<file path="src/rtl/bc1_block_decompressor_assert.svh">
// ----------------------------------------------------------------------------
// BC1 decompressor assertion macros
// Concurrent assertion wrappers; they expand to nothing under synthesis.
// The clock is clk and the reset arst_n in every module that uses them.
// ----------------------------------------------------------------------------
`ifndef BC1_BLOCK_DECOMPRESSOR_ASSERT_SVH
`define BC1_BLOCK_DECOMPRESSOR_ASSERT_SVH

`ifndef SYNTHESIS

// same-cycle implication
`define BC1_ASSERT_IMPL(name, ante, cons) \
	name: assert property (@(posedge clk) disable iff (!arst_n) (ante) |-> (cons)) \
		else $error("bc1: implication check failed");

// next-cycle implication
`define BC1_ASSERT_NEXT(name, ante, cons) \
	name: assert property (@(posedge clk) disable iff (!arst_n) (ante) |=> (cons)) \
		else $error("bc1: next-cycle check failed");

`else

`define BC1_ASSERT_IMPL(name, ante, cons)
`define BC1_ASSERT_NEXT(name, ante, cons)

`endif

`endif

</file>
<file path="src/rtl/bc1_pkg.sv">
// ----------------------------------------------------------------------------
// bc1_pkg
// Shared types and constants of the BC1 block decompressor.
// ----------------------------------------------------------------------------
`timescale 1ns / 1ps
`default_nettype none

package bc1_pkg;

	localparam int CFG_IDX_W  = 2;
	localparam int CFG_DATA_W = 13;

	localparam logic [CFG_IDX_W-1:0] REG_IMAGE_WIDTH  = 2'd0;
	localparam logic [CFG_IDX_W-1:0] REG_IMAGE_HEIGHT = 2'd1;

	localparam logic [CFG_DATA_W-1:0] SIDE_RESET = 13'd256;

	localparam logic [7:0] ALPHA_OPAQUE = 8'hFF;
	localparam logic [7:0] ALPHA_CLEAR  = 8'h00;

	// floor(n/3) == (n*683) >> 11 for n < 2048
	localparam logic [9:0] RECIP3       = 10'd683;
	localparam int         RECIP3_SHIFT = 11;

	localparam logic [2:0] TILE_SIDE   = 3'd4;
	localparam int         QUEUE_DEPTH = 2;

	typedef struct packed {
		logic [CFG_DATA_W-1:0] image_width;
		logic [CFG_DATA_W-1:0] image_height;
	} bc1_cfg_t;

	typedef struct packed {
		logic [7:0] r;
		logic [7:0] g;
		logic [7:0] b;
		logic [7:0] a;
	} bc1_rgba_t;

	// one decoded tile as it sits in the queue
	typedef struct packed {
		bc1_rgba_t [3:0] pal;
		logic [31:0]     codes;
		logic [2:0]      ncols;   // visible columns, 1..4
		logic [2:0]      nrows;   // visible rows, 1..4
	} bc1_tile_t;

endpackage

`default_nettype wire

</file>
<file path="src/rtl/bc1_queue.sv">
// ----------------------------------------------------------------------------
// bc1_queue
// Short FIFO between the tile front end and the pixel back end.
// ----------------------------------------------------------------------------
`timescale 1ns / 1ps
`default_nettype none

`include "bc1_block_decompressor_assert.svh"

module bc1_queue
	import bc1_pkg::*;
#(
	parameter int W = 8
) (
	input  wire logic         clk,
	input  wire logic         arst_n,
	input  wire logic         push,
	input  wire logic [W-1:0] wdata,
	input  wire logic         pop,
	output logic     [W-1:0]  rdata,
	output logic              full,
	output logic              empty
);

	localparam int PW = (QUEUE_DEPTH > 1) ? $clog2(QUEUE_DEPTH) : 1;
	localparam int CNT_W = $clog2(QUEUE_DEPTH + 1);
	localparam logic [PW-1:0] PTR_LAST = PW'(QUEUE_DEPTH - 1);

	logic [W-1:0]     mem_q [QUEUE_DEPTH];
	logic [PW-1:0]    wr_q;
	logic [PW-1:0]    rd_q;
	logic [CNT_W-1:0] count_q;

	assign full  = (count_q == CNT_W'(QUEUE_DEPTH));
	assign empty = (count_q == '0);
	assign rdata = mem_q[rd_q];

	always_ff @(posedge clk or negedge arst_n) begin
		if (!arst_n) begin
			wr_q    <= '0;
			rd_q    <= '0;
			count_q <= '0;
		end else begin
			if (push) begin
				wr_q <= (wr_q == PTR_LAST) ? '0 : wr_q + PW'(1);
			end
			if (pop) begin
				rd_q <= (rd_q == PTR_LAST) ? '0 : rd_q + PW'(1);
			end
			if (push && !pop) begin
				count_q <= count_q + CNT_W'(1);
			end else if (pop && !push) begin
				count_q <= count_q - CNT_W'(1);
			end
		end
	end

	always_ff @(posedge clk) begin
		if (push) begin
			mem_q[wr_q] <= wdata;
		end
	end

	`BC1_ASSERT_IMPL(a_no_overflow, full, !push)
	`BC1_ASSERT_IMPL(a_no_underflow, empty, !pop)

endmodule

`default_nettype wire

</file>
<file path="src/rtl/bc1_front.sv">
// ----------------------------------------------------------------------------
// bc1_front
// Accepts blocks, tracks tile position, clips and builds the palette.
// ----------------------------------------------------------------------------
`timescale 1ns / 1ps
`default_nettype none

`include "bc1_block_decompressor_assert.svh"

module bc1_front
	import bc1_pkg::*;
#(
	parameter int MAX_SIDE = 4096,
	parameter int TILE_W   = 10
) (
	input  wire logic              clk,
	input  wire logic              arst_n,
	input  wire bc1_cfg_t          cfg,
	input  wire logic              in_valid,
	output logic                   in_stall,
	input  wire logic [15:0]       endpoint_a,
	input  wire logic [15:0]       endpoint_b,
	input  wire logic [31:0]       code_bits,
	input  wire logic              q_full,
	output logic                   push,
	output bc1_tile_t              tile,
	output logic      [TILE_W-1:0] tile_col,
	output logic      [TILE_W-1:0] tile_row
);

	localparam int SW = $clog2(MAX_SIDE + 1);
	localparam int XW = TILE_W + 2;

	// clamped dimensions and tile counts
	logic [SW+CFG_DATA_W-1:0] w_ext, h_ext;
	logic [SW-1:0]            w, h;
	logic [SW:0]              wp3, hp3;
	logic [SW-2:0]            tiles_x, tiles_y;

	always_comb begin
		w_ext = {SW'(0), cfg.image_width};
		h_ext = {SW'(0), cfg.image_height};
		if (cfg.image_width == '0) begin
			w = SW'(1);
		end else if (cfg.image_width > MAX_SIDE) begin
			w = SW'(MAX_SIDE);
		end else begin
			w = w_ext[SW-1:0];
		end
		if (cfg.image_height == '0) begin
			h = SW'(1);
		end else if (cfg.image_height > MAX_SIDE) begin
			h = SW'(MAX_SIDE);
		end else begin
			h = h_ext[SW-1:0];
		end
		wp3     = {1'b0, w} + (SW+1)'(3);
		hp3     = {1'b0, h} + (SW+1)'(3);
		tiles_x = wp3[SW:2];
		tiles_y = hp3[SW:2];
	end

	// tile position and visible extent of the block about to be accepted
	logic [TILE_W-1:0]    col_q, row_q;
	logic [TILE_W:0]      col_nx, row_nx;
	logic [XW-1:0]        x0, y0;
	logic [SW+XW-1:0]     x0_ext, y0_ext;
	logic [SW-1:0]        remx, remy;
	logic [2:0]           ncols, nrows;

	always_comb begin
		col_nx = {1'b0, col_q} + (TILE_W+1)'(1);
		row_nx = {1'b0, row_q} + (TILE_W+1)'(1);
		x0     = {col_q, 2'b00};
		y0     = {row_q, 2'b00};
		x0_ext = {SW'(0), x0};
		y0_ext = {SW'(0), y0};
		remx   = w - x0_ext[SW-1:0];
		remy   = h - y0_ext[SW-1:0];
		if (x0_ext >= (SW+XW)'(w)) begin
			ncols = 3'd0;
		end else if (remx >= SW'(TILE_SIDE)) begin
			ncols = TILE_SIDE;
		end else begin
			ncols = remx[2:0];
		end
		if (y0_ext >= (SW+XW)'(h)) begin
			nrows = 3'd0;
		end else if (remy >= SW'(TILE_SIDE)) begin
			nrows = TILE_SIDE;
		end else begin
			nrows = remy[2:0];
		end
	end

	// stage 1
	logic              valid_s1;
	logic [15:0]       ea_s1, eb_s1;
	logic [31:0]       codes_s1;
	logic [TILE_W-1:0] col_s1, row_s1;
	logic [2:0]        ncols_s1, nrows_s1;
	logic              clipped_s1;
	logic              adv;
	logic              accept;

	assign clipped_s1 = (ncols_s1 == 3'd0) || (nrows_s1 == 3'd0);
	assign adv        = !valid_s1 || clipped_s1 || !q_full;
	assign in_stall   = !adv;
	assign accept     = in_valid && adv;
	assign push       = valid_s1 && !clipped_s1 && !q_full;

	always_ff @(posedge clk or negedge arst_n) begin
		if (!arst_n) begin
			valid_s1 <= 1'b0;
			col_q    <= '0;
			row_q    <= '0;
		end else begin
			if (adv) begin
				valid_s1 <= in_valid;
			end
			if (accept) begin
				if (col_nx >= (TILE_W+1)'(tiles_x)) begin
					col_q <= '0;
					if (row_nx >= (TILE_W+1)'(tiles_y)) begin
						row_q <= '0;
					end else begin
						row_q <= row_nx[TILE_W-1:0];
					end
				end else begin
					col_q <= col_nx[TILE_W-1:0];
				end
			end
		end
	end

	always_ff @(posedge clk) begin
		if (accept) begin
			ea_s1    <= endpoint_a;
			eb_s1    <= endpoint_b;
			codes_s1 <= code_bits;
			col_s1   <= col_q;
			row_s1   <= row_q;
			ncols_s1 <= ncols;
			nrows_s1 <= nrows;
		end
	end

	// palette
	function automatic logic [7:0] div3(input logic [9:0] n);
		logic [19:0] prod;
		logic [19:0] sh;
		prod = 20'(n) * 20'(RECIP3);
		sh   = prod >> RECIP3_SHIFT;
		return sh[7:0];
	endfunction

	logic [7:0] c0 [3];
	logic [7:0] c1 [3];
	logic [7:0] e2 [3];
	logic [7:0] e3 [3];
	logic [9:0] n2 [3];
	logic [9:0] n3 [3];
	logic [8:0] sum [3];
	logic       four_color;

	always_comb begin
		c0[0] = {ea_s1[15:11], ea_s1[15:13]};
		c0[1] = {ea_s1[10:5], ea_s1[10:9]};
		c0[2] = {ea_s1[4:0], ea_s1[4:2]};
		c1[0] = {eb_s1[15:11], eb_s1[15:13]};
		c1[1] = {eb_s1[10:5], eb_s1[10:9]};
		c1[2] = {eb_s1[4:0], eb_s1[4:2]};
		four_color = (ea_s1 > eb_s1);
		for (int ch = 0; ch < 3; ch++) begin
			n2[ch]  = {1'b0, c0[ch], 1'b0} + 10'(c1[ch]) + 10'd1;
			n3[ch]  = {1'b0, c1[ch], 1'b0} + 10'(c0[ch]) + 10'd1;
			sum[ch] = 9'(c0[ch]) + 9'(c1[ch]);
			if (four_color) begin
				e2[ch] = div3(n2[ch]);
				e3[ch] = div3(n3[ch]);
			end else begin
				e2[ch] = sum[ch][8:1];
				e3[ch] = 8'd0;
			end
		end
		tile.pal[0] = '{r: c0[0], g: c0[1], b: c0[2], a: ALPHA_OPAQUE};
		tile.pal[1] = '{r: c1[0], g: c1[1], b: c1[2], a: ALPHA_OPAQUE};
		tile.pal[2] = '{r: e2[0], g: e2[1], b: e2[2], a: ALPHA_OPAQUE};
		tile.pal[3] = '{r: e3[0], g: e3[1], b: e3[2],
			a: (four_color ? ALPHA_OPAQUE : ALPHA_CLEAR)};
		tile.codes  = codes_s1;
		tile.ncols  = ncols_s1;
		tile.nrows  = nrows_s1;
	end

	assign tile_col = col_s1;
	assign tile_row = row_s1;

	`BC1_ASSERT_IMPL(a_stall_only_when_held, !valid_s1, !in_stall)
	`BC1_ASSERT_IMPL(a_clipped_not_queued, valid_s1 && clipped_s1, !push)

endmodule

`default_nettype wire

</file>
<file path="src/rtl/bc1_back.sv">
// ----------------------------------------------------------------------------
// bc1_back
// Walks the visible pixels of the queued tile, one per cycle while the
// output is not stalled, into the output register.
// ----------------------------------------------------------------------------
`timescale 1ns / 1ps
`default_nettype none

`include "bc1_block_decompressor_assert.svh"

module bc1_back
	import bc1_pkg::*;
#(
	parameter int TILE_W = 10
) (
	input  wire logic              clk,
	input  wire logic              arst_n,
	input  wire bc1_tile_t         head,
	input  wire logic [TILE_W-1:0] head_col,
	input  wire logic [TILE_W-1:0] head_row,
	input  wire logic              q_empty,
	output logic                   pop,
	output logic                   out_valid,
	input  wire logic              out_stall,
	output logic      [11:0]       pixel_x,
	output logic      [11:0]       pixel_y,
	output logic      [7:0]        red,
	output logic      [7:0]        green,
	output logic      [7:0]        blue,
	output logic      [7:0]        alpha,
	output logic                   last_of_block
);

	localparam int XW = TILE_W + 2;

	logic [1:0]       c_q, r_q;
	logic [1:0]       last_c, last_r;
	logic             at_col_end, at_last;
	logic             adv, load;
	logic [4:0]       code_lsb;
	logic [1:0]       code;
	bc1_rgba_t        px;
	logic [XW+11:0]   x_ext, y_ext;

	assign last_c     = 2'(head.ncols - 3'd1);
	assign last_r     = 2'(head.nrows - 3'd1);
	assign at_col_end = (c_q == last_c);
	assign at_last    = at_col_end && (r_q == last_r);
	assign adv        = !out_valid || !out_stall;
	assign load       = adv && !q_empty;
	assign pop        = load && at_last;

	assign code_lsb = {r_q, c_q, 1'b0};
	assign code     = head.codes[code_lsb +: 2];
	assign px       = head.pal[code];
	assign x_ext    = {12'd0, head_col, c_q};
	assign y_ext    = {12'd0, head_row, r_q};

	always_ff @(posedge clk or negedge arst_n) begin
		if (!arst_n) begin
			out_valid <= 1'b0;
			c_q       <= '0;
			r_q       <= '0;
		end else if (adv) begin
			out_valid <= !q_empty;
			if (load) begin
				if (at_last) begin
					c_q <= '0;
					r_q <= '0;
				end else if (at_col_end) begin
					c_q <= '0;
					r_q <= r_q + 2'd1;
				end else begin
					c_q <= c_q + 2'd1;
				end
			end
		end
	end

	always_ff @(posedge clk) begin
		if (load) begin
			pixel_x       <= x_ext[11:0];
			pixel_y       <= y_ext[11:0];
			red           <= px.r;
			green         <= px.g;
			blue          <= px.b;
			alpha         <= px.a;
			last_of_block <= at_last;
		end
	end

	`BC1_ASSERT_IMPL(a_head_extent, !q_empty,
		(head.ncols != 3'd0) && (head.nrows != 3'd0) &&
		(head.ncols <= TILE_SIDE) && (head.nrows <= TILE_SIDE))

endmodule

`default_nettype wire

</file>
<file path="src/rtl/bc1_block_decompressor.sv">
// ----------------------------------------------------------------------------
// bc1_block_decompressor
// BC1 (DXT1) block decoder: one 4x4 block in, its visible RGBA pixels out.
// ----------------------------------------------------------------------------
//
//  channel | signals                                        | transfer when
//  --------+------------------------------------------------+-------------------
//  in      | in_valid, in_stall, endpoint_a/b, code_bits    | valid && !stall
//  out     | out_valid, out_stall, pixel_x/y, red, green,   | valid && !stall
//          | blue, alpha, last_of_block                     |
//  cfg     | cfg_write, cfg_index, cfg_data                 | cfg_write high
//
// Pixels: the back end emits one pixel per cycle while a tile is queued and
// the output is not stalled, and walks only the visible pixels of a clipped
// tile. A tile with no visible pixel is dropped by the front end and never
// queued. A block passes from the transfer into stage 1, then the queue,
// then the output register.
// Reset: clears position, handshake state and sets both sides to 256; no
// memory sweep. Stalls: the front end keeps taking blocks while the two-entry
// queue has room, independent of a stalled output.
// ----------------------------------------------------------------------------
`timescale 1ns / 1ps
`default_nettype none

module bc1_block_decompressor
	import bc1_pkg::*;
#(
	parameter int MAX_SIDE = 4096
) (
	input  wire logic                  clk,
	input  wire logic                  arst_n,
	// configuration
	input  wire logic                  cfg_write,
	input  wire logic [CFG_IDX_W-1:0]  cfg_index,
	input  wire logic [CFG_DATA_W-1:0] cfg_data,
	// block input
	input  wire logic                  in_valid,
	output logic                       in_stall,
	input  wire logic [15:0]           endpoint_a,
	input  wire logic [15:0]           endpoint_b,
	input  wire logic [31:0]           code_bits,
	// pixel output
	output logic                       out_valid,
	input  wire logic                  out_stall,
	output logic      [11:0]           pixel_x,
	output logic      [11:0]           pixel_y,
	output logic      [7:0]            red,
	output logic      [7:0]            green,
	output logic      [7:0]            blue,
	output logic      [7:0]            alpha,
	output logic                       last_of_block
);

	// tile index width: enough for the tile count along the longest side
	localparam int TILES_MAX = (MAX_SIDE + 3) / 4;
	localparam int TILE_W    = (TILES_MAX > 1) ? $clog2(TILES_MAX) : 1;
	localparam int QW        = $bits(bc1_tile_t) + 2 * TILE_W;

	// configuration registers: the user must write them only while idle; the block does not enforce it
	bc1_cfg_t cfg_q;

	always_ff @(posedge clk or negedge arst_n) begin
		if (!arst_n) begin
			cfg_q.image_width  <= SIDE_RESET;
			cfg_q.image_height <= SIDE_RESET;
		end else if (cfg_write) begin
			unique case (cfg_index)
				REG_IMAGE_WIDTH:  cfg_q.image_width  <= cfg_data;
				REG_IMAGE_HEIGHT: cfg_q.image_height <= cfg_data;
				default: ; // unmapped index: write is dropped
			endcase
		end
	end

	// front end: position tracking, clipping, palette
	logic              f_push;
	bc1_tile_t         f_tile;
	logic [TILE_W-1:0] f_col, f_row;
	logic              q_full, q_empty, q_pop;
	logic [QW-1:0]     q_wdata, q_rdata;

	bc1_front #(
		.MAX_SIDE (MAX_SIDE),
		.TILE_W   (TILE_W)
	) u_front (
		.clk        (clk),
		.arst_n     (arst_n),
		.cfg        (cfg_q),
		.in_valid   (in_valid),
		.in_stall   (in_stall),
		.endpoint_a (endpoint_a),
		.endpoint_b (endpoint_b),
		.code_bits  (code_bits),
		.q_full     (q_full),
		.push       (f_push),
		.tile       (f_tile),
		.tile_col   (f_col),
		.tile_row   (f_row)
	);

	// decoupling queue, tile plus its position
	assign q_wdata = {f_tile, f_col, f_row};

	bc1_queue #(
		.W (QW)
	) u_queue (
		.clk    (clk),
		.arst_n (arst_n),
		.push   (f_push),
		.wdata  (q_wdata),
		.pop    (q_pop),
		.rdata  (q_rdata),
		.full   (q_full),
		.empty  (q_empty)
	);

	bc1_tile_t         b_tile;
	logic [TILE_W-1:0] b_col, b_row;

	assign {b_tile, b_col, b_row} = q_rdata;

	// back end: per-pixel walk into the output register
	bc1_back #(
		.TILE_W (TILE_W)
	) u_back (
		.clk           (clk),
		.arst_n        (arst_n),
		.head          (b_tile),
		.head_col      (b_col),
		.head_row      (b_row),
		.q_empty       (q_empty),
		.pop           (q_pop),
		.out_valid     (out_valid),
		.out_stall     (out_stall),
		.pixel_x       (pixel_x),
		.pixel_y       (pixel_y),
		.red           (red),
		.green         (green),
		.blue          (blue),
		.alpha         (alpha),
		.last_of_block (last_of_block)
	);

endmodule

`default_nettype wire
</file>
<file path="config.mk">
export PLATFORM = sky130hd
export DESIGN_NAME = bc1_block_decompressor
export DESIGN_NICKNAME = d
export VERILOG_FILES = /design/src/rtl/bc1_pkg.sv /design/src/rtl/bc1_queue.sv /design/src/rtl/bc1_front.sv /design/src/rtl/bc1_back.sv /design/src/rtl/bc1_block_decompressor.sv
export VERILOG_INCLUDE_DIRS = /design/src /design/src/rtl
export SDC_FILE = /design/constraint.sdc
export NUM_CORES = 1
export LEC_CHECK = 0
export ABC_AREA = 1
export BUFFER_PORTS_ARGS = -buffer_cell sky130_fd_sc_hd__buf_2
export CORE_MARGIN = 8
export CORE_UTILIZATION = 23
export DETAILED_ROUTE_END_ITERATION = 12
export GPL_ROUTABILITY_DRIVEN = 1
export GPL_TIMING_DRIVEN = 1
export PLACE_DENSITY = 0.47
export SLEW_MARGIN = 20
export SYNTH_ARGS = -nofsm -noshare
export SYNTH_HDL_FRONTEND = slang
export SYNTH_SLANG_ARGS = --single-unit
export TNS_END_PERCENT = 20
</file>
<file path="constraint.sdc">
create_clock -name clk -period 6.6 [get_ports clk]
set_input_delay 1.65 -clock clk [delete_from_list [all_inputs] [get_ports clk]]
set_output_delay 1.65 -clock clk [all_outputs]
set_load 0.02 [all_outputs]
</file>
# Yosys cells after proc, flatten, opt, wreduce, memory -nomap -nowiden
# Memories as Yosys holds them, arrays and structs flattened.
# Index checks and enable logic that the tools add are counted.
# classes
reduce_logical	36
shift	1
mul	6
mux	27
n_addsub	29
eq_ne	4
order_cmp	10
# op_table
cell	n
$mul 10x10->19 const B	6
$bmux 32 s2	1
$add 10x1->10 const B	6
$add 9x8->10	6
$mux 8	7
$mux 13	4
$mux 32	1
$shiftx 32x6->2	1
$add 8x8->9	3
$add 13x2->13 const B	2
$ge 12x13->1	2
$ge 13x3->1 const B	2
$gt 13x13->1 const B	2
$logic_not 13->1	2
$sub 13x12->13	2
$add 10x1->11 const B	2
$ge 11x11->1	2
$mux 10	2
$gt 16x16->1	1
$mux 2	6
$logic_not 1->1	9
$logic_and 1x1->1	8
$reduce_and 2->1	4
$add 2x1->2 const B	3
other kinds (14)	29
# word_totals
memories	1
regBits	203
word_cells	141
in_bits	84
output_inout_bits	59
mem_bits_rw	324
# memory_table
memory	depth	width	read_ports	rd_ports_with_merged_regs	wr	line_no	rtl
u_queue.mem_q	2	162	1	0	1	bc1_queue.sv:29	logic [W-1:0] mem_q [QUEUE_DEPTH];

# Logic depth before layout (Yosys ltp)
# Gate-level depths: netlist (run 1).
# depth
word_depth	9
mapped_depth	31
depth_no_buf	30

# By module
# A second synthesis (run 1) with hierarchy kept.
# hier_totals
cells_unflattened	3961
area_unflattened_um2	40527.6
# by_module_without_submodules
mod	seq_area_each_um2	n_inst	area_per_inst_um2	cells_each
bc1_front	3228.1	1	21214.1	2717
bc1_queue	11270.8	1	14164.8	604
bc1_back	1836.8	1	4071.4	524
bc1_block_decompressor	653.1	1	1077.3	116

# Worst setup path after synthesis (run 1)
# No wires, ideal clock.
# synth_path
path_kind	register -> register
start	register u_front.nrows_s1[1]
end	memory u_queue.mem_q[1][0] (netlist bit) (enable)
arrival_ns	6.552
setup_ns	0.636
stages_incl_launch_ff	7
setup_slack_ns	-0.588
required_ns	5.964
period_less_slack_ns	7.188
n_path_buf	0
cell_sequence	edfxtp_1 -> nor3_1 -> nor2_1 -> o31ai_1 -> a21oi_1 -> inv_1 -> nor2_1
# synth_between
elab_chain_cells	7
# synth_lines
element	line_no	rtl
start: declaration	bc1_front.sv:101	logic [2:0] ncols_s1, nrows_s1;
start signal: assignment	bc1_front.sv:144	nrows_s1 <= nrows;
$logic_not 3->1	bc1_front.sv:106	assign clipped_s1 = (ncols_s1 == 3'd0) || (nrows_s1 == 3'd0);
$logic_or 1x1->1	bc1_front.sv:106	
$logic_not 1->1	bc1_front.sv:110	assign push = valid_s1 && !clipped_s1 && !q_full;
$logic_and 1x1->1 (2 in a row)	bc1_front.sv:110	
net f_push	bc1_block_decompressor.sv:76	logic f_push;
$mux 1	bc1_queue.sv:59	if (push) begin
$mux 1 (implied by the code)	bc1_queue.sv:60	mem_q[wr_q] <= wdata;
end: declaration	bc1_queue.sv:29	
# The timed path passes the listed nets, and every way through them passes these cells.

==> metrics.md, run 1 <==
| Metric | Value |
|---|---|
| Worst-path clk slew | 60 ps |
| TritonCTS clock tree | done |
| Post-DRT Antenna Nets | 0 |
| Ys flop type | edfxtp_1 |
| CP max stage cell | edfxtp_1 |
| Yosys warning total | 0 |
| TritonRoute pass-1 iters | 5 |
| CTS buffer count | 52 |
| Netlist cell types | 57 |
| Count leader, synth | nand2_1 |
| Crit path buffers/inverters | 4 |
| Pin count of the biggest net entering global routing | 111 |
| First-pass GRT wire length | 142,000 um |
| Slew @ Worst Pin | 1030 ps |
| Mapped Area | 0.0343 mm2 |
| Routed vias/inst | 4.30 |
| Sequential area share after synthesis | 0.403 |
| Worst-path cell chain | fa_1 -> a21o_1 -> a21oi_2 -> o21ai_0 -> inv_1 -> o21ai_0 -> xnor2_1 -> inv_1 -> ha_1 -> ha_1 -> fa_1 -> fa_1 -> inv_1 -> fa_1 -> inv_1 -> ha_1 -> a21oi_1 -> o21ai_0 -> a21oi_1 -> o21ai_0 -> a21oi_1 -> nand2_1 -> nand2_1 -> o21ai_0 |
| Layout area overhead | 14.3% |
| Row cnt | 141 |
| I/O Buffers | 142 |
| Hold crit path type | reg -> reg |
| All-Layer GR Usage | 0.109 |
| CP Data Required Time | 6930 ps |
| Synth top area share | 0.362 |
| Max Buffers Root-to-Sink | 3 |
| Hold_sp | u_front.tile_row[0] |
| Hold Path Depth | 0 |
| Crit path largest cell delay | 540 ps |
| R2r setup slk | 510 ps |
| Die H | 402 um |
| R2R Path End | u_queue.mem_q[1][113] |
| Max_slew headroom | 0.309 |
| Clock sinks | 470 |
| Critical path class | reg -> reg |
| Hold Buf Count CTS | 0 |
| Via count of the routed design | 24,600 |
| Worst reg2reg startpoint | u_front.eb_s1[2] |
| Post-synth top cells | nand2_1 (713), inv_1 (546), ha_1 (446) |
| Outcome | finished clean |
| Clock period minus worst slack | 6090 ps |
| Worst-Skew Late Latency | 620 ps |
| Number of global-route vias before repair | 25,000 |
| Crit start category | register |
| Final setup TNS | 0 ps |
| Top Ports | 143 |
| Max Cap Viol | 0 |
| Largest area contributor in the netlist | edfxtp_1 |
| Final GP Congestion | 0.848 |
| Post-layout util | 0.265 |
| CP most frequent cell | o21ai_0 |
| CP Capture Type | register |
| HPWL after DPL | 68,600 um |
| Non-filler instance count after layout | 5,733 |
| Register area | 0.0138 mm2 |
| Worst setup margin | 512 ps |
| DRC viols | 0 |
| Avg Inst Size Synth | 9.54 um2 |
| Layout cell share with drive strength beyond 1 | 0.0834 |
| Top cells by area, synth | edfxtp_1 (36%), ha_1 (16%), nand2_1 (7.8%) |
| Multi-input gate area | 0.0180 mm2 |
| Clk_skew | 32.1 ps |
| Final nets | 4,414 |
| Final Max Tran Viols | 0 |
| Initial antenna violation count | 9 |
| Async set-or-reset flop fraction in the synthesized netlist | 0.119 |
| Fmax | 0.164 GHz |
| R2R cell count | 24 |
| Initial Utilization | 0.232 |
| RSZ-0062 raised after global routing | false |
| WHS Endpoint | u_queue.mem_q[0][0] |
| Final Hold Fails | 0 |
| Iteration-0 DRC Markers | 1,423 |
| Final setup viols | 0 |
| Htree depth | 2 |
| CTS Root Cell | clkbuf_16 |
| Critical Path AT | 6420 ps |
| EDFF count, synth | 414 |
| Pre-CTS WS | 511 ps |
| GR Overflow Total | 0 |
| Seq cells post-synth | 470 |
| Placed Cells | 5,631 |
| Final worst-path cycle share | 0.922 |
| DIE WIDTH | 402 um |
| Fillcell total | 15,700 |
| DR WL/cell | 15.7 um |
| Die Area | 0.162 mm2 |
| Cell family with most CP delay | adder cells |
| Critical path peak fanout | 8 |
| Routed WL | 90,100 um |
| CORE AREA | 0.148 mm2 |
| Post-Syn Instances | 3,597 |
## logic make-up (layout without fill, tap and decap cells)
group	Yosys count	in the layout	synth area share
AND/OR/NAND/NOR	1281	1281	0.157
buffers and inverters	620	823	0.0720
adder cells (fa/ha/maj)	573	573	0.237
flip-flops	470	470	0.403
AO/OA/AOI/OAI	445	445	0.0737
XOR/XNOR	126	126	0.0333
multiplexers	81	81	0.0236
other	1	4	0.000109
## flip-flops by register name, summed over array words and instances, names as in the netlist, 3 cells and up
signal,count
u_back.green,8
u_queue.mem_q,274
cfg_q,26
u_front.nrows_s1,3
u_front.codes_s1,32
u_back.blue,8
u_back.pixel_y,12
u_front.col_q,10
u_front.eb_s1,16
u_front.ncols_s1,3
u_front.tile_row,10
u_back.pixel_x,12
u_back.red,8
u_front.tile_col,10
u_front.ea_s1,16
u_front.row_q,10
## stage by stage
step / area, um2 / hold WS, ps
floorplan: 34300 / 420
global placement: 37300 / 424
detailed placement: 37300 / 430
CTS: 39200 / 445
global route: 39200 / 450
finish: 39200 / 441
## what timing repair did
action                     in CTS  in global routing
setup endpoints to repair       0                  2
setup buffers                   0                  2
resized for setup               0                  0
## layout make-up
type | count | area share
timing repair buffer | 172 | 0.0245
multi-input combinational | 2508 | 0.460
clock inverter | 42 | 0.0134
tap | 1930 | 0.0616
inverter | 553 | 0.0530
clock buffer | 56 | 0.0343
antenna | 2 | 0.000128
sequential | 470 | 0.353
## metal layers
layer | global-route usage | vias to the layer above | part of all wire
met5 | 0 | - | 0.00053
met3 | 0.0143 | 103 | 0.035
li1 | - | 12500 | -
met4 | 0.0297 | 8 | 0.024
met1 | 0.148 | 11700 | 0.48
met2 | 0.182 | 341 | 0.46
## cells in the final DEF, fill, tap and decap left out, types with 8 or more instances in the layout
cell,count
clkinvlp_4,8
buf_2,142
o31ai_1,16
nor2_1,206
nand2_1,713
xnor2_1,29
o21ai_0,144
nand3b_1,11
edfxtp_1,414
clkbuf_16,52
o21ai_1,17
nor4_1,8
xor2_1,92
a31o_2,8
mux2i_1,81
a21oi_1,174
nor3_1,21
a21o_1,13
bufinv_16,9
ha_1,446
inv_1,545
dfrtp_1,53
o21bai_1,25
fa_1,127
clkinv_2,11
nand4_1,48
buf_4,28
nand3_1,252
## worst max-delay path by stage
stage	from	endpoint	depth (start not counted)	slack, ps
after floorplan	u_front.nrows_s1[1]	u_queue.mem_q[0][0]	6	-570
final	u_front.eb_s1[2]	u_queue.mem_q[1][113]	24	510
after global placement	u_front.ea_s1[15]	u_queue.mem_q[0][159]	27	580
after detailed placement	u_front.eb_s1[2]	u_queue.mem_q[1][113]	24	510
after CTS	u_front.eb_s1[2]	u_queue.mem_q[1][113]	24	490
after global routing	u_front.eb_s1[2]	u_queue.mem_q[1][113]	24	50
Power of run 1 is left out: the tool's default activity adds up to more than one toggle a clock period on the data nets, which glitch-free logic cannot reach.
==> run 2, diff against run 1 <==
--- a/config.mk
+++ b/config.mk
@@ -7,7 +7,7 @@
 export NUM_CORES = 1
 export LEC_CHECK = 0
 export ABC_AREA = 1
-export BUFFER_PORTS_ARGS = -buffer_cell sky130_fd_sc_hd__buf_2
+export BUFFER_PORTS_ARGS = -buffer_cell sky130_fd_sc_hd__clkbuf_2
 export CORE_MARGIN = 8
 export CORE_UTILIZATION = 23
 export DETAILED_ROUTE_END_ITERATION = 12
==> metrics.md, run 2 (same netlist as run 1, synthesis figures left out) <==
| Metric | Value |
|---|---|
| Outcome | finished clean |
| CP Data Required Time | 6930 ps |
| Layout area overhead | 14.2% |
| Fmax | 0.165 GHz |
| Iteration-0 DRC Markers | 1,378 |
| TritonRoute pass-1 iters | 5 |
| CTS Root Cell | clkbuf_16 |
| Initial Utilization | 0.232 |
| Final setup TNS | 0 ps |
| CORE AREA | 0.148 mm2 |
| Most frequent cells in the layout | nand2_1 (713), inv_1 (545), ha_1 (446) |
| Max Buffers Root-to-Sink | 3 |
| Most common cell after layout, fill and taps aside | nand2_1 |
| Die Area | 0.162 mm2 |
| Clk_skew | 40.2 ps |
| Worst reg2reg startpoint | u_front.eb_s1[2] |
| Worst-Skew Late Latency | 630 ps |
| Via count of the routed design | 24,500 |
| Routed WL | 89,600 um |
| Die H | 402 um |
| Pin count of the biggest net entering global routing | 85 |
| Hold Buf Count CTS | 0 |
| CP max stage cell | edfxtp_1 |
| Final Hold Fails | 0 |
| Hold Path Depth | 0 |
| Slew @ Worst Pin | 907 ps |
| Critical path class | reg -> reg |
| Final nets | 4,413 |
| Non-filler instance count after layout | 5,728 |
| Post-CTS Setup Inserts | 0 |
| Crit path largest cell delay | 530 ps |
| Layout cell share with drive strength beyond 1 | 0.0790 |
| CP most frequent cell | o21ai_0 |
| CP Capture Type | register |
| R2R Path End | u_queue.mem_q[0][113] |
| Hold crit path type | reg -> reg |
| Routed vias/inst | 4.28 |
| Final Max Tran Viols | 0 |
| Critical Path End | u_queue.mem_q[0][113] |
| DR WL/cell | 15.6 um |
| All-Layer GR Usage | 0.108 |
| Biggest register | u_queue.mem_q |
| Clock sinks | 470 |
| Largest register FFs | 274 |
| HPWL after DPL | 69,300 um |
| Worst setup path start | u_front.eb_s1[2] |
| Final GP Congestion | 0.851 |
| I/O Buffers | 142 |
| Crit path buffers/inverters | 4 |
| R2r setup slk | 540 ps |
| Top Ports | 143 |
| Post-CTS sizing | 0 |
| Ant diodes | 0 |
| Worst-path cell chain | fa_1 -> a21o_1 -> a21oi_2 -> o21ai_0 -> inv_1 -> o21ai_0 -> xnor2_1 -> inv_1 -> ha_1 -> ha_1 -> fa_1 -> fa_1 -> inv_1 -> fa_1 -> inv_1 -> ha_1 -> a21oi_1 -> o21ai_0 -> a21oi_1 -> o21ai_0 -> a21oi_1 -> nand2_1 -> nand2_1 -> o21ai_0 |
| Post-DRT Antenna Nets | 0 |
| DIE WIDTH | 402 um |
| Number of global-route vias before repair | 25,100 |
| Clock period minus worst slack | 6060 ps |
| Placed Cells | 5,629 |
| Levels on crit path | 24 |
| R2R cell count | 24 |
| Row cnt | 141 |
| GR Overflow Total | 0 |
| Initial antenna violation count | 5 |
| RSZ-0062 raised after global routing | false |
| First-pass GRT wire length | 142,000 um |
| Final worst-path cycle share | 0.918 |
| Worst-path clk slew | 60 ps |
| Htree depth | 2 |
| Cell family with most CP delay | adder cells |
| DRC viols | 0 |
| Max_slew headroom | 0.395 |
| Max Cap Viol | 0 |
| Crit start category | register |
| Critical Path AT | 6390 ps |
| CTS buffer count | 55 |
| Final setup viols | 0 |
| Critical path peak fanout | 8 |
| TritonCTS clock tree | done |
| Top flop regs | u_queue.mem_q (274), u_front.codes_s1 (32), cfg_q (26) |
==> run 2: cell count changes in the layout (fill, tap and decap cells not counted), sizes merged <==
cell | previous run | this run
clkinvlp | 8 | 0
buf | 172 | 26
diode | 2 | 0
clkinv | 22 | 17
clkbuf | 56 | 218
bufinv | 9 | 6
inv | 556 | 553
==> run 2: metrics by stage <==
step	setup slack [ps]	hold slack (ps)	instance area (um2)	utilization
final	540	442	39200	0.265
after global routing	25.9	453	39200	0.265
after CTS	553	443	39200	0.265
after detailed placement	575	429	37300	0.252
after global placement	610	422	37300	0.252
after floorplan	-571	420	34300	-
==> run 2: how the worst min path moves through the flow <==
| stage | startpoint | end | slack (ps) |
|---|---|---|---|
| 6_report | u_front.tile_row[7] | u_queue.mem_q[0][7] | 440 |
| 5_1_grt | u_front.codes_s1[10] | u_queue.mem_q[0][36] | 450 |
| 4_1_cts | u_front.codes_s1[18] | u_queue.mem_q[1][44] | 440 |
| 3_5_place_dp | u_front.tile_row[9] | u_queue.mem_q[0][9] | 430 |
| 3_3_place_gp | u_front.codes_s1[23] | u_queue.mem_q[0][49] | 420 |
| 2_1_floorplan | u_back.c_q[1] | u_back.pixel_x[1] | 420 |
==> run 2: area by class of cell <==
class / instances / area [um2]
Timing Repair Buffer: 168 / 931
Tap cell: 1930 / 2410
Clock buffer: 76 / 1550
Sequential cell: 470 / 13800
Inverter: 553 / 2080
Fill cell: 15600 / 109000
Clock inverter: 23 / 345
Multi-Input combinational cell: 2508 / 18000
==> run 2: worst register-to-register path: stages, from the launching register on <==
cell and delay [ps]:
edfxtp_1 530, fa_1 500, a21o_1 210, a21oi_2 150
o21ai_0 130, inv_1 70, o21ai_0 130, xnor2_1 370
inv_1 80, ha_1 300, ha_1 340, fa_1 510
fa_1 510, inv_1 50, fa_1 500, inv_1 40
ha_1 320, a21oi_1 170, o21ai_0 150, a21oi_1 150
o21ai_0 140, a21oi_1 220, nand2_1 70, nand2_1 50
o21ai_0 110
==> run 2: routing by layer <==
layer  global-route usage  part of all wire  vias up
met5                    0                 0        -
met1                0.148              0.49    11600
li1                     -                 -    12500
met2                0.187              0.47      296
met3              0.00928             0.023       77
met4               0.0220             0.017        0
Power of run 2 is left out for the same reason.
==> run 3, diff against run 2 <==
==> constraint.sdc (replaced) <==
create_clock -name clk -period 4.9 [get_ports clk]
set_input_delay 1.225 -clock clk [delete_from_list [all_inputs] [get_ports clk]]
set_output_delay 1.225 -clock clk [all_outputs]
set_load 0.02 [all_outputs]
==> metrics.md, run 3 (same netlist as run 1, synthesis figures left out) <==
| Metric | Value |
|---|---|
| Outcome | finished, violations left |
| Failing checks | negative setup slack |
| Multi-input gate area | 0.0212 mm2 |
| Number of global-route vias before repair | 28,000 |
| Layout area overhead | 36.4% |
| Worst-Skew Late Latency | 650 ps |
| Initial antenna violation count | 7 |
| Critical Path AT | 5720 ps |
| GR Overflow Total | 0 |
| Post-layout util | 0.316 |
| Pre-CTS WS | -877 ps |
| Fmax | 0.188 GHz |
| Hold slack final | 439 ps |
| Final Hold Fails | 0 |
| TritonCTS clock tree | done |
| CP Capture Type | register |
| Placed Area | 0.0407 mm2 |
| Layout cell share with drive strength beyond 1 | 0.299 |
| CORE AREA | 0.148 mm2 |
| R2r setup slk | -420 ps |
| DR WL/cell | 15.3 um |
| WHS Endpoint | u_queue.mem_q[1][9] |
| R2R Path End | u_queue.mem_q[0][109] |
| RSZ-0062 raised after global routing | true |
| Worst setup margin | -424 ps |
| DRC viols | 0 |
| CTS Root Cell | clkbuf_16 |
| Most common cell after layout, fill and taps aside | nand2_1 |
| Pin count of the biggest net entering global routing | 138 |
| TritonRoute pass-1 iters | 5 |
| Clock sinks | 470 |
| Htree depth | 2 |
| Biggest register | u_queue.mem_q |
| Final GP Congestion | 0.833 |
| Crit start category | register |
| Critical path class | reg -> reg |
| First-pass GRT wire length | 152,000 um |
| DIE WIDTH | 402 um |
| Worst-path clk slew | 60 ps |
| Max Buffers Root-to-Sink | 3 |
| Routed vias/inst | 4.24 |
| Hold Buf Count CTS | 0 |
| Final setup viols | 96 |
| Worst reg2reg startpoint | u_front.ea_s1[2] |
| Final Max Tran Viols | 0 |
| Top flop regs | u_queue.mem_q (274), u_front.codes_s1 (32), cfg_q (26) |
| Via count of the routed design | 26,700 |
| HPWL after DPL | 72,000 um |
| Die H | 402 um |
| Die Area | 0.162 mm2 |
| CP Data Required Time | 5290 ps |
| Register area | 0.0138 mm2 |
| Largest register FFs | 274 |
| Fillcell total | 15,100 |
| Routed WL | 96,300 um |
| Iteration-0 DRC Markers | 1,158 |
| All-Layer GR Usage | 0.116 |
| Max Cap Viol | 0 |
| Final nets | 4,979 |
| Clock period minus worst slack | 5320 ps |
| Most frequent cells in the layout | nand2_1 (654), buf_4 (548), inv_1 (507) |
| Max_slew headroom | 0.305 |
| Hold crit path type | reg -> reg |
| CTS buffer count | 55 |
| Row cnt | 141 |
| Critical path peak fanout | 3 |
| Top Ports | 143 |
| Final worst-path cycle share | 1.09 |
| Slew @ Worst Pin | 1040 ps |
| R2R cell count | 25 |
| Initial Utilization | 0.232 |
| Hold Path Depth | 0 |
| Post-DRT Antenna Nets | 0 |
| I/O Buffers | 142 |
| Design area | 0.0468 mm2 |
| Hold_sp | u_front.tile_row[9] |
| Clk_skew | 39.7 ps |
run 3: cell count changes in the layout (fill, tap and decap cells not counted), sizes merged:
| cell | change |
|---|---|
| buf | +566 |
| bufinv | +4 |
| clkbuf | -12 |
| clkinv | +7 |
| clkinvlp | +1 |
| diode | +3 |
| inv | +2 |
run 3: worst max path at each step:
stage / startpoint / to / cells after the start
after global placement: u_front.eb_s1[2] / u_queue.mem_q[0][141] / 26
after detailed placement: u_front.eb_s1[2] / u_queue.mem_q[0][141] / 26
after floorplan: u_front.nrows_s1[1] / u_queue.mem_q[0][0] / 6
after global routing: u_front.ea_s1[2] / u_queue.mem_q[0][143] / 29
final: u_front.ea_s1[2] / u_queue.mem_q[0][109] / 25
after CTS: u_front.eb_s1[2] / u_queue.mem_q[0][141] / 26
run 3: stage by stage:
stage | setup TNS [ps] | cells
after floorplan | -347870 | 3598
after global placement | -59540 | 6087
after detailed placement | -63990 | 6087
after CTS | -26050 | 6275
after global routing | -50350 | 6296
final | -26720 | 6299
run 3: per-layer routing:
layer,vias up,part of all wire,track usage
li1,13600,-,-
met4,8,0.022,0.0278
met1,12700,0.47,0.153
met5,-,0.00051,0
met2,287,0.48,0.201
met3,107,0.027,0.0129
run 3: critical path: stages (launching register included):
cell and delay (ps):
edfxtp_1 460, buf_6 160, fa_2 380, a21o_1 180
a21oi_2 160, o21ai_2 90, inv_1 70, o21ai_2 80
xnor2_2 140, inv_1 90, ha_4 280, ha_4 200
fa_1 510, fa_1 550, inv_1 50, fa_1 480
inv_2 50, ha_4 240, a21oi_4 160, o21ai_2 100
a21oi_2 140, o21ai_2 90, buf_4 150, xor2_1 130
nand2_1 60, nand2_1 90
run 3: final cells by class:
cell class | instances | share of cell area
Clock inverter | 37 | 0.0108
Clock buffer | 64 | 0.0306
Timing Repair Buffer | 734 | 0.115
Inverter | 553 | 0.0445
Tap cell | 1930 | 0.0516
Sequential cell | 470 | 0.296
Multi-Input combinational cell | 2508 | 0.452
Antenna cell | 3 | 0.000160
run 3: repair_timing:
item                                    4_1_cts  5_1_grt
hold endpoints to repair                      0        0
buffers inserted                             89       21
endpoints found under the setup margin       96       96
pin swaps                                   246      107
gates cloned                                  0        0
gates resized for setup                     456      164
Power of run 3 is left out for the same reason.
